$ cat config.mk
export PLATFORM = sky130hd
export DESIGN_NAME = bracket_match_error_counter_unit_flat
export DESIGN_NICKNAME = d
export VERILOG_FILES = /design/src/rtl/bmec_pkg.sv /design/src/rtl/bmec_if.sv /design/src/rtl/bmec_cell.sv /design/src/rtl/bmec_stack.sv /design/src/rtl/bracket_match_error_counter_unit.sv /design/src/flat_wrapper.sv
export SDC_FILE = /design/constraint.sdc
export NUM_CORES = 2
export LEC_CHECK = 0
export ABC_AREA = 1
export BUFFER_PORTS_ARGS = -buffer_cell sky130_fd_sc_hd__buf_2
export CAP_MARGIN = 20
export CORE_MARGIN = 5
export CORE_UTILIZATION = 64
export CTS_CLUSTER_DIAMETER = 40
export DETAILED_ROUTE_END_ITERATION = 7
export HOLD_SLACK_MARGIN = 0.12
export PLACE_DENSITY = 0.83
export SYNTH_ARGS = -nofsm -noshare
export SYNTH_HDL_FRONTEND = slang
export SYNTH_HIERARCHICAL = 1
export SYNTH_SLANG_ARGS = --single-unit
$ cat constraint.sdc
create_clock -name i_clk -period 71.8 [get_ports i_clk]
set_input_delay 3.59 -clock i_clk [delete_from_list [all_inputs] [get_ports i_clk]]
set_output_delay 3.59 -clock i_clk [all_outputs]
set_load 0.005 [all_outputs]
$ cat src/rtl/bmec_pkg.sv
// ----------------------------------------------------------------------------
// bmec_pkg
// Shared constants, types and the character decoder for the bracket match
// error counter.
// ----------------------------------------------------------------------------
`default_nettype none

package bmec_pkg;

    // sizes
    localparam int STACK_DEPTH = 1024;
    localparam int DEPTH_W     = $clog2(STACK_DEPTH + 1);
    localparam int CHAR_W      = 8;
    localparam int TYPE_W      = 2;
    localparam int TALLY_W     = 16;
    localparam int SUM_W       = ((DEPTH_W > TALLY_W) ? DEPTH_W : TALLY_W) + 1;

    localparam logic [TALLY_W-1:0] TALLY_MAX = {TALLY_W{1'b1}};

    // bracket characters
    localparam logic [CHAR_W-1:0] CH_OPEN_PAREN  = 8'h28;
    localparam logic [CHAR_W-1:0] CH_CLOSE_PAREN = 8'h29;
    localparam logic [CHAR_W-1:0] CH_OPEN_SQ     = 8'h5B;
    localparam logic [CHAR_W-1:0] CH_CLOSE_SQ    = 8'h5D;
    localparam logic [CHAR_W-1:0] CH_OPEN_CURLY  = 8'h7B;
    localparam logic [CHAR_W-1:0] CH_CLOSE_CURLY = 8'h7D;
    localparam logic [CHAR_W-1:0] CH_OPEN_ANGLE  = 8'h3C;
    localparam logic [CHAR_W-1:0] CH_CLOSE_ANGLE = 8'h3E;

    // bracket type codes kept on the stack
    localparam logic [TYPE_W-1:0] BT_PAREN = 2'd0;
    localparam logic [TYPE_W-1:0] BT_SQ    = 2'd1;
    localparam logic [TYPE_W-1:0] BT_CURLY = 2'd2;
    localparam logic [TYPE_W-1:0] BT_ANGLE = 2'd3;

    typedef struct packed {
        logic              is_open;
        logic              is_close;
        logic [TYPE_W-1:0] btype;
    } t_char_class;

    // stack shift control, from the control logic to the cell chain
    typedef struct packed {
        logic              push;
        logic              pop;
        logic [TYPE_W-1:0] push_type;
    } t_stack_ctl;

    function automatic t_char_class classify(input logic [CHAR_W-1:0] c);
        t_char_class r;
        r = '{is_open: 1'b0, is_close: 1'b0, btype: BT_PAREN};
        unique case (c)
            CH_OPEN_PAREN:  r = '{is_open: 1'b1, is_close: 1'b0, btype: BT_PAREN};
            CH_OPEN_SQ:     r = '{is_open: 1'b1, is_close: 1'b0, btype: BT_SQ};
            CH_OPEN_CURLY:  r = '{is_open: 1'b1, is_close: 1'b0, btype: BT_CURLY};
            CH_OPEN_ANGLE:  r = '{is_open: 1'b1, is_close: 1'b0, btype: BT_ANGLE};
            CH_CLOSE_PAREN: r = '{is_open: 1'b0, is_close: 1'b1, btype: BT_PAREN};
            CH_CLOSE_SQ:    r = '{is_open: 1'b0, is_close: 1'b1, btype: BT_SQ};
            CH_CLOSE_CURLY: r = '{is_open: 1'b0, is_close: 1'b1, btype: BT_CURLY};
            CH_CLOSE_ANGLE: r = '{is_open: 1'b0, is_close: 1'b1, btype: BT_ANGLE};
            default:        r = '{is_open: 1'b0, is_close: 1'b0, btype: BT_PAREN};
        endcase
        return r;
    endfunction

endpackage

`default_nettype wire

$ cat src/rtl/bmec_if.sv
// ----------------------------------------------------------------------------
// bmec_if
// Valid/ready channels for character items and result items.
// ----------------------------------------------------------------------------
`default_nettype none

interface bmec_in_if;
    logic                        valid;
    logic                        ready;
    logic [bmec_pkg::CHAR_W-1:0] char_code;
    logic                        char_present;
    logic                        last_of_sequence;

    modport source (output valid, output char_code, output char_present,
                    output last_of_sequence, input ready);
    modport sink   (input valid, input char_code, input char_present,
                    input last_of_sequence, output ready);
endinterface

interface bmec_out_if;
    logic                         valid;
    logic                         ready;
    logic [bmec_pkg::TALLY_W-1:0] error_total;
    logic                         stack_overflowed;

    modport source (output valid, output error_total, output stack_overflowed,
                    input ready);
    modport sink   (input valid, input error_total, input stack_overflowed,
                    output ready);
endinterface

`default_nettype wire

$ cat src/rtl/bmec_cell.sv
// ----------------------------------------------------------------------------
// bmec_cell
// One stack entry: takes the entry above on a push, the entry below on a pop.
// ----------------------------------------------------------------------------
`default_nettype none

module bmec_cell (
    input  wire logic                        i_clk,
    input  wire logic                        i_push,
    input  wire logic                        i_pop,
    input  wire logic [bmec_pkg::TYPE_W-1:0] i_from_above,
    input  wire logic [bmec_pkg::TYPE_W-1:0] i_from_below,
    output logic      [bmec_pkg::TYPE_W-1:0] o_entry
);

    logic [bmec_pkg::TYPE_W-1:0] r_entry;
    logic [bmec_pkg::TYPE_W-1:0] n_entry;

    // shift direction select
    always_comb begin
        priority if (i_push) begin
            n_entry = i_from_above;
        end else if (i_pop) begin
            n_entry = i_from_below;
        end else begin
            n_entry = r_entry;
        end
    end

    always_ff @(posedge i_clk) begin
        r_entry <= n_entry;
    end

    assign o_entry = r_entry;

endmodule

`default_nettype wire

$ cat src/rtl/bmec_stack.sv
// ----------------------------------------------------------------------------
// bmec_stack
// Shifting stack built as a row of cells; cell 0 always holds the top.
// ----------------------------------------------------------------------------
`default_nettype none

module bmec_stack (
    input  wire logic                        i_clk,
    input  wire bmec_pkg::t_stack_ctl        i_ctl,
    output logic      [bmec_pkg::TYPE_W-1:0] o_top
);

    logic [bmec_pkg::TYPE_W-1:0] entries [bmec_pkg::STACK_DEPTH];

    // chain of cells, neighbor to neighbor
    for (genvar k = 0; k < bmec_pkg::STACK_DEPTH; k++) begin : g_cell
        logic [bmec_pkg::TYPE_W-1:0] above;
        logic [bmec_pkg::TYPE_W-1:0] below;

        if (k == 0) begin : g_head
            assign above = i_ctl.push_type;
        end else begin : g_mid_up
            assign above = entries[k-1];
        end

        if (k == bmec_pkg::STACK_DEPTH - 1) begin : g_tail
            assign below = entries[k];
        end else begin : g_mid_dn
            assign below = entries[k+1];
        end

        bmec_cell u_cell (
            .i_clk        (i_clk),
            .i_push       (i_ctl.push),
            .i_pop        (i_ctl.pop),
            .i_from_above (above),
            .i_from_below (below),
            .o_entry      (entries[k])
        );
    end

    assign o_top = entries[0];

endmodule

`default_nettype wire

$ cat src/rtl/bracket_match_error_counter_unit.sv
// ----------------------------------------------------------------------------
// bracket_match_error_counter_unit
// Counts bracket mismatches over a character sequence and reports the total
// with the unclosed openers on the last item of each sequence.
// ----------------------------------------------------------------------------
//  channel    dir  payload                                      accepted when
//  i_item     in   char_code, char_present, last_of_sequence    valid && ready
//  o_result   out  error_total, stack_overflowed                valid && ready
//
//  one item per cycle while ready is high; each result is registered
//  the stack is a shifting row of cells with the top in cell 0, so a push or
//  a pop and the top compare all finish in the cycle the item is taken
//  results go through an output register backed by one skid entry; input
//  ready drops only while the skid entry is occupied
//  synchronous active-low reset clears depth, tally, flag and result valids;
//  stack contents are not cleared
// ----------------------------------------------------------------------------
`default_nettype none

module bracket_match_error_counter_unit (
    input  wire logic  i_clk,
    input  wire logic  i_rst_n,
    bmec_in_if.sink    i_item,
    bmec_out_if.source o_result
);

    logic                          r_overflow;
    logic                          n_overflow;
    logic [bmec_pkg::DEPTH_W-1:0]  r_depth;
    logic [bmec_pkg::DEPTH_W-1:0]  n_depth;
    logic [bmec_pkg::TALLY_W-1:0]  r_tally;
    logic [bmec_pkg::TALLY_W-1:0]  n_tally;

    logic                          r_out_valid;
    logic [bmec_pkg::TALLY_W-1:0]  r_out_total;
    logic                          r_out_ovf;
    logic                          r_sk_valid;
    logic [bmec_pkg::TALLY_W-1:0]  r_sk_total;
    logic                          r_sk_ovf;

    logic                          accept;
    logic                          res_valid;
    logic                          out_free;
    bmec_pkg::t_char_class         cls;
    bmec_pkg::t_stack_ctl          stk_ctl;
    logic [bmec_pkg::TYPE_W-1:0]   top;
    logic                          is_full;
    logic                          is_empty;
    logic                          err_hit;
    logic [bmec_pkg::TALLY_W-1:0]  tally_upd;
    logic                          ovf_upd;
    logic [bmec_pkg::DEPTH_W-1:0]  depth_upd;
    logic [bmec_pkg::SUM_W-1:0]    sum;
    logic [bmec_pkg::TALLY_W-1:0]  res_total;

    assign accept = i_item.valid && i_item.ready;
    assign i_item.ready = !r_sk_valid;

    // decode the character
    always_comb begin
        cls = bmec_pkg::classify(i_item.char_code);
        if (!i_item.char_present) begin
            cls.is_open  = 1'b0;
            cls.is_close = 1'b0;
        end
    end

    assign is_full  = (r_depth == bmec_pkg::DEPTH_W'(bmec_pkg::STACK_DEPTH));
    assign is_empty = (r_depth == '0);

    // stack shift control
    always_comb begin
        stk_ctl.push      = accept && cls.is_open && !is_full;
        stk_ctl.pop       = accept && cls.is_close && !is_empty;
        stk_ctl.push_type = cls.btype;
    end

    bmec_stack u_stack (
        .i_clk (i_clk),
        .i_ctl (stk_ctl),
        .o_top (top)
    );

    // error tally, depth and overflow after this item's character
    always_comb begin
        err_hit   = cls.is_close && (is_empty || (top != cls.btype));
        tally_upd = (err_hit && (r_tally != bmec_pkg::TALLY_MAX))
                    ? r_tally + bmec_pkg::TALLY_W'(1) : r_tally;
        ovf_upd   = r_overflow || (cls.is_open && is_full);
        unique case ({stk_ctl.push, stk_ctl.pop})
            2'b10:   depth_upd = r_depth + bmec_pkg::DEPTH_W'(1);
            2'b01:   depth_upd = r_depth - bmec_pkg::DEPTH_W'(1);
            default: depth_upd = r_depth;
        endcase
    end

    // final total with unclosed openers, saturating
    always_comb begin
        sum = bmec_pkg::SUM_W'(tally_upd) + bmec_pkg::SUM_W'(depth_upd);
        res_total = (sum > bmec_pkg::SUM_W'(bmec_pkg::TALLY_MAX))
                    ? bmec_pkg::TALLY_MAX : sum[bmec_pkg::TALLY_W-1:0];
    end

    assign res_valid = accept && i_item.last_of_sequence;

    // sequence state next values
    always_comb begin
        n_tally    = r_tally;
        n_depth    = r_depth;
        n_overflow = r_overflow;
        if (accept) begin
            if (i_item.last_of_sequence) begin
                n_tally    = '0;
                n_depth    = '0;
                n_overflow = 1'b0;
            end else begin
                n_tally    = tally_upd;
                n_depth    = depth_upd;
                n_overflow = ovf_upd;
            end
        end
    end

    always_ff @(posedge i_clk) begin
        if (!i_rst_n) begin
            r_tally    <= '0;
            r_depth    <= '0;
            r_overflow <= 1'b0;
        end else begin
            r_tally    <= n_tally;
            r_depth    <= n_depth;
            r_overflow <= n_overflow;
        end
    end

    // output register with one skid entry
    assign out_free = !r_out_valid || o_result.ready;

    always_ff @(posedge i_clk) begin
        if (!i_rst_n) begin
            r_out_valid <= 1'b0;
            r_sk_valid  <= 1'b0;
        end else if (out_free) begin
            if (r_sk_valid) begin
                r_out_valid <= 1'b1;
                r_sk_valid  <= 1'b0;
            end else begin
                r_out_valid <= res_valid;
            end
        end else if (res_valid) begin
            r_sk_valid <= 1'b1;
        end
    end

    always_ff @(posedge i_clk) begin
        if (out_free) begin
            if (r_sk_valid) begin
                r_out_total <= r_sk_total;
                r_out_ovf   <= r_sk_ovf;
            end else if (res_valid) begin
                r_out_total <= res_total;
                r_out_ovf   <= ovf_upd;
            end
        end else if (res_valid) begin
            r_sk_total <= res_total;
            r_sk_ovf   <= ovf_upd;
        end
    end

    assign o_result.valid            = r_out_valid;
    assign o_result.error_total      = r_out_total;
    assign o_result.stack_overflowed = r_out_ovf;

`ifndef SYNTHESIS
    // depth never passes the stack size
    a_depth_bound: assert property (@(posedge i_clk) disable iff (!i_rst_n)
        r_depth <= bmec_pkg::DEPTH_W'(bmec_pkg::STACK_DEPTH))
        else $error("stack depth beyond stack size");

    // the skid entry is used only behind a held result
    a_skid_behind_out: assert property (@(posedge i_clk) disable iff (!i_rst_n)
        r_sk_valid |-> r_out_valid)
        else $error("skid entry full while output register empty");

    // last item of a sequence leaves a cleared state
    a_seq_clear: assert property (@(posedge i_clk) disable iff (!i_rst_n)
        res_valid |=> (r_depth == '0) && (r_tally == '0) && !r_overflow)
        else $error("sequence state not cleared after last item");

    // a last item always yields a pending result next cycle
    a_result_pending: assert property (@(posedge i_clk) disable iff (!i_rst_n)
        res_valid |=> r_out_valid)
        else $error("result lost after last item");
`endif

endmodule

`default_nettype wire

$ cat src/flat_wrapper.sv
// flat-port wrapper written by rule: the top's interface ports become plain ports
module bracket_match_error_counter_unit_flat 
  (i_clk, i_rst_n, i_item_valid, i_item_char_code, i_item_char_present, i_item_last_of_sequence, i_item_ready, o_result_valid, o_result_error_total, o_result_stack_overflowed, o_result_ready);
  bmec_in_if i_item_i ();
  bmec_out_if o_result_i ();
  input  wire logic i_clk;
  input  wire logic i_rst_n;
  input wire logic [$bits(i_item_i.valid)-1:0] i_item_valid;
  input wire logic [$bits(i_item_i.char_code)-1:0] i_item_char_code;
  input wire logic [$bits(i_item_i.char_present)-1:0] i_item_char_present;
  input wire logic [$bits(i_item_i.last_of_sequence)-1:0] i_item_last_of_sequence;
  output wire logic [$bits(i_item_i.ready)-1:0] i_item_ready;
  output wire logic [$bits(o_result_i.valid)-1:0] o_result_valid;
  output wire logic [$bits(o_result_i.error_total)-1:0] o_result_error_total;
  output wire logic [$bits(o_result_i.stack_overflowed)-1:0] o_result_stack_overflowed;
  input wire logic [$bits(o_result_i.ready)-1:0] o_result_ready;
  assign i_item_i.valid = i_item_valid;
  assign i_item_i.char_code = i_item_char_code;
  assign i_item_i.char_present = i_item_char_present;
  assign i_item_i.last_of_sequence = i_item_last_of_sequence;
  assign i_item_ready = i_item_i.ready;
  assign o_result_valid = o_result_i.valid;
  assign o_result_error_total = o_result_i.error_total;
  assign o_result_stack_overflowed = o_result_i.stack_overflowed;
  assign o_result_i.ready = o_result_ready;
  bracket_match_error_counter_unit u_core (.i_clk(i_clk), .i_rst_n(i_rst_n), .i_item(i_item_i), .o_result(o_result_i));
endmodule
# Word-level counts from Yosys, hierarchy flattened
# Index checks and enable logic that the tools add are counted.
[totals] out_inout_bits=19 inputBits=14 register_bits=2112 word_cells=3134
[classes] muxes=2059 n_bitwise=2 n_eq_ne=13 magnitude_cmp=1 addsub=4 reduce_logical=22
[ops] cell="$mux W2" count=2047
[ops] cell="$mux W16" count=5
[ops] cell="$eq A8 B6 Y1 const B" count=4
[ops] cell="$eq A8 B7 Y1 const B" count=4
[ops] cell="$pmux W4 S8" count=1
[ops] cell="$pmux W11 S2" count=1
[ops] cell="$add A16 B11 Y17" count=1
[ops] cell="$gt A17 B16 Y1 const B" count=1
[ops] cell="$add A16 B1 Y16 const B" count=1
[ops] cell="$ne A16 B16 Y1 const B" count=1
[ops] cell="$add A11 B1 Y11 const B" count=1
[ops] cell="$eq A11 B11 Y1 const B" count=1
[ops] cell="$logic_not A11 Y1" count=1
[ops] cell="$mux W11" count=1
[ops] cell="$sub A11 B1 Y11 const B" count=1
[ops] cell="$logic_and A1 B1 Y1" count=9
[ops] cell="$logic_not A1 Y1" count=4
[ops] cell="$mux W1" count=4
[ops] cell="$reduce_and A2 Y1" count=2
[ops] cell="$reduce_bool A2 Y1" count=2
[ops] cell="$logic_or A1 B1 Y1" count=3
[ops] cell="$eq A2 B1 Y1 const B" count=1
[ops] cell="$eq A2 B2 Y1 const B" count=1
[ops] cell="$ne A2 B2 Y1" count=1
[ops] cell="other kinds (2)" count=3

# Logic depth before layout (Yosys ltp)
[depth] word_depth=12 mapped_depth=33 depth_no_buf=32

# Hierarchy
# The synthesis kept the hierarchy.
[modules_own_cells] mod="bmec_cell" area_each_um2=92.6 seq_area_each_um2=60.1 cells_each=10 instances=1024
[modules_own_cells] mod="bracket_match_error_counter_unit" area_each_um2=4524.3 seq_area_each_um2=1621.6 cells_each=621 instances=1

# Least setup slack after synthesis
# OpenSTA, ideal clock, no wires.
[synth_timing] path_type="input to register" startpoint="in i_item_char_code[5]" endpoint="reg u_core.u_stack.g_cell[0].u_cell.r_entry (netlist bit u_core/u_stack/g_cell[0].u_cell/o_entry[0]) (data pin)" n_path_buf=0 path_stages=11 required_ns=71.421 setup_slack_ns=13.716 arrival_ns=57.705 setup_ns=0.379 path_cell_list="nand2_1 -> inv_1 -> nand2_1 -> nor2_1 -> nor2_2 -> a31oi_1 -> nand3_1 -> inv_1 -> inv_1 -> nand2_1 -> nand2_1"
[synth_lines] item="start: declaration" line="flat_wrapper.sv:9" rtl="input wire logic [$bits(i_item_i.char_code)-1:0] i_item_char_code;"
[synth_lines] item="end signal: assignment" line="bmec_cell.sv:31" rtl="r_entry <= n_entry;"
[synth_lines] item="end: declaration" line="bmec_cell.sv:16" rtl="logic [bmec_pkg::TYPE_W-1:0] r_entry;"

==> summary.md <==
| Metric | Value |
|---|---|
| Status | `finished clean` |
| Int Pwr | `2240 uW` |
| FF+latch count, synth | `2112` |
| Worst hold path type | `register to register` |
| Post-synth cell types | `38` |
| Post-DP HPWL | `112 mm` |
| Crit. End Element | `register` |
| N_diodes | `0` |
| Final Hold Fails | `0` |
| Max-slew violations | `0` |
| Crit path max fanout | `186` |
| Setup repair after global routing missed its margin | `false` |
| Ports | `33` |
| Mean routed wirelength per cell | `13.5 um` |
| Gate power share | `0.006` |
| GRT met3 Usage | `0.0361` |
| Crit Path Category | `input port to register` |
| Syn nets | `10.9k` |
| Count leader, synth | `nand2_1` |
| Hold path startpoint | `u_core/r_tally[9]` |
| Maxcap violations | `0` |
| Final GP Congestion | `0.810` |
| Register area share after synthesis | `0.635` |
| Synth top area share | `0.629` |
| Post-Synth Simple-Gate Area | `0.312` |
| CTS root buffer | `clkbuf_16` |
| Gate count of the mapped netlist | `10.9k` |
| Final Hold Slack | `0.484 ns` |
| Sw Ratio | `0.194` |
| Post-CTS resize count | `0` |
| Via count | `69.2k` |
| Setup Viol. Count Final | `0` |
| Seq pwr share | `0.482` |
| Setup bufs post-CTS | `0` |
| Net switching power | `539 uW` |
| Final worst path period share | `0.121` |
| Vias in the first global route | `69.0k` |
| Final wirelength | `183 mm` |
| Pin count of the biggest net entering global routing | `301` |
| Largest family of logic cells by synthesized area | `simple AND/OR/NAND/NOR gates` |
| Worst IR Drop VDD | `0.0000231 V` |
| First-pass GRT wire length | `307 mm` |
| CTS Buffer Depth | `4` |
| P&R area growth vs syn | `12.9%` |
| Routed Antenna Nets | `0` |
| Max Clock Freq | `0.115 GHz` |
| Drt first pass iters | `6` |
| # port buffers | `32` |
| Die area | `163000 um^2` |
| Final Core Density | `0.727` |
| Die W | `404 um` |
| Post-synthesis adder-cell area fraction | `0.00317` |
| CTS H-tree depth | `5` |
| TritonCTS buffer count | `297` |
| EDFF count, synth | `2082` |
| TNS Setup | `0 ns` |
| Multiplexer share of the synthesized area | `0` |
| CTS tree | `done` |
| Dominant cells by area after synthesis | `edfxtp_1, nand2_1, or2_1` |
| Pwr dens | `24.8 nW/um^2` |
| Biggest area consumer among synthesized cells | `edfxtp_1` |
| Layout cells sized above 1 | `0.0492` |
| Vias per std cell | `5.14` |
| GRT met1 Usage | `0.285` |
| Initial core utilization | `0.644` |
| Post-synth top flop | `edfxtp_1` |
| Final Skew | `0.0486 ns` |
| Min cycle time layout | `8.67 ns` |
| Nets | `11.3k` |
| Final routed DRC violation total | `0` |
| Initial detailed-routing violation count | `6164` |
| Most Crowded Layer GR | `met2` |
| Post-synthesis xor/xnor area fraction | `0.00238` |
| Gr ovfl total | `0` |
| Nature of the critical path startpoint | `input port` |
| Synth Area per Inst | `9.15 um^2` |
| Synth Area in Compound Gates | `0.00457` |
| Core Rows | `144` |
| CP Launch Point | `i_item_char_code[0]` |
| Post-CTS Hold Buffers | `0` |
| Clock transition at the registers of the reported paths | `0.05 ns` |
| Ys async rst share | `0` |
| Area of the mapped netlist | `99300 um^2` |
| CP arrival | `9.30 ns` |
| Tightest Pin Transition | `1.11 ns` |
| Initial antenna violation count | `0` |
| Leak pwr | `0.0416 uW` |
| CP Data Required Time | `72.43 ns` |
| Clk_lat worst skew | `0.90 ns` |
| Die Y | `404 um` |
| Clock power frac | `0.512` |
| Yosys synthesis warning count | `6` |
| Reg2reg start | `u_core/r_sk_valid` |
| Overall routing resource usage | `0.220` |
| Met2 Use GR | `0.386` |
| Post-synth top cells | `nand2_1, edfxtp_1, inv_1, or2_1, a21oi_1` |
| Max-slew headroom | `0.260` |
| CTS Sinks | `2112` |
| Core area | `154000 um^2` |
final timing paths:
path	to	slack, ns	cells past startpoint
max	u_core/u_stack/g_cell[585].u_cell/o_entry[0]	63.13	15
min reg2reg	u_core/r_tally[9]	0.48	2
max reg2reg	u_core/o_result.error_total[13]	64.95	28
min	u_core/r_tally[9]	0.48	2
sequential cells by signal, indices dropped and copies added (netlist names):
| name | flops |
|---|---|
| u_core/r_overflow | 1 |
| u_core/r_sk_valid | 1 |
| u_core/r_tally | 16 |
| u_core/r_sk_total | 16 |
| u_core/o_result.error_total | 16 |
| u_core/u_stack/g_cell.u_cell/o_entry | 2048 |
| u_core/r_sk_ovf | 1 |
| u_core/o_result.valid | 1 |
| u_core/o_result.stack_overflowed | 1 |
| u_core/r_depth | 11 |
power groups by stage:
stage	Combinational, uW	Clock, uW	Sequential, uW
6_report	16.2	1420	1340
5_1_grt	18.6	1510	1340
4_1_cts	16.2	1450	1340
3_5_place_dp	15.9	0	1360
3_3_place_gp	14.9	0	1360
2_1_floorplan	63.8	0	1360
layer usage:
metal / part of all wire / up-vias
li1: - / 35000
met2: 0.50 / 1567
met5: 0 / -
met4: 0.019 / 0
met3: 0.047 / 296
met1: 0.43 / 32400
area by class of cell:
type | count | area [um^2]
Multi-Input combinational cell | 7642 | 32000
Inverter | 1094 | 4110
Fill cell | 10300 | 42100
Clock inverter | 183 | 1960
Tap cell | 2044 | 2560
Timing Repair Buffer | 72 | 613
Clock buffer | 331 | 7740
Sequential cell | 2112 | 63100
critical path, stage by stage:
cell and delay [ns]:
buf_2 0.14, nor2_1 0.17, nand2_1 0.07, nor2_1 0.11
nor2_2 0.08, a31oi_1 0.21, nand3_1 0.26, inv_8 0.64
buf_4 0.72, buf_4 0.90, buf_4 0.90, buf_4 0.87
inv_1 0.15, nand2_1 0.11, nand2_1 0.05
through the flow:
| step | worst slack, ns | total power, uW | cells | area (um^2) |
|---|---|---|---|---|
| final | 63.13 | 2780 | 13500 | 112000 |
| after global routing | 62.56 | 2860 | 13500 | 112000 |
| after CTS | 63.04 | 2800 | 13500 | 112000 |
| after detailed placement | 62.17 | 1380 | 13000 | 102000 |
| after global placement | 62.37 | 1380 | 13000 | 102000 |
| after floorplan | 13.72 | 1430 | 10900 | 99300 |
placed cells by master (no fill, tap or decap), types with 3 or more instances in the layout:
cell and instances:
inv_2 6, nand3_1 20, buf_4 29, nor3_1 10, o21ai_0 24, bufinv_16 32
buf_12 9, clkinv_1 39, clkinvlp_4 27, nand2_4 13, nand2_1 6354, buf_2 32
xnor2_1 8, clkinv_4 17, inv_6 28, edfxtp_1 2082, nor2_1 50, nor2_2 3
clkbuf_16 305, xor2_1 19, dfxtp_1 30, or2_1 1024, clkinv_2 33, inv_8 9
inv_1 1086, clkbuf_1 25, ha_1 22, nand4_1 14, a21oi_1 52, nand2_2 7
kinds of logic after synthesis:
family / Yosys count
XOR/XNOR: 27
buffers and inverters: 1107
AO/OA/AOI/OAI: 84
AND/OR/NAND/NOR: 7507
flip-flops: 2112
adder cells (fa/ha/maj): 24
Power figures use the tool's default switching activity.
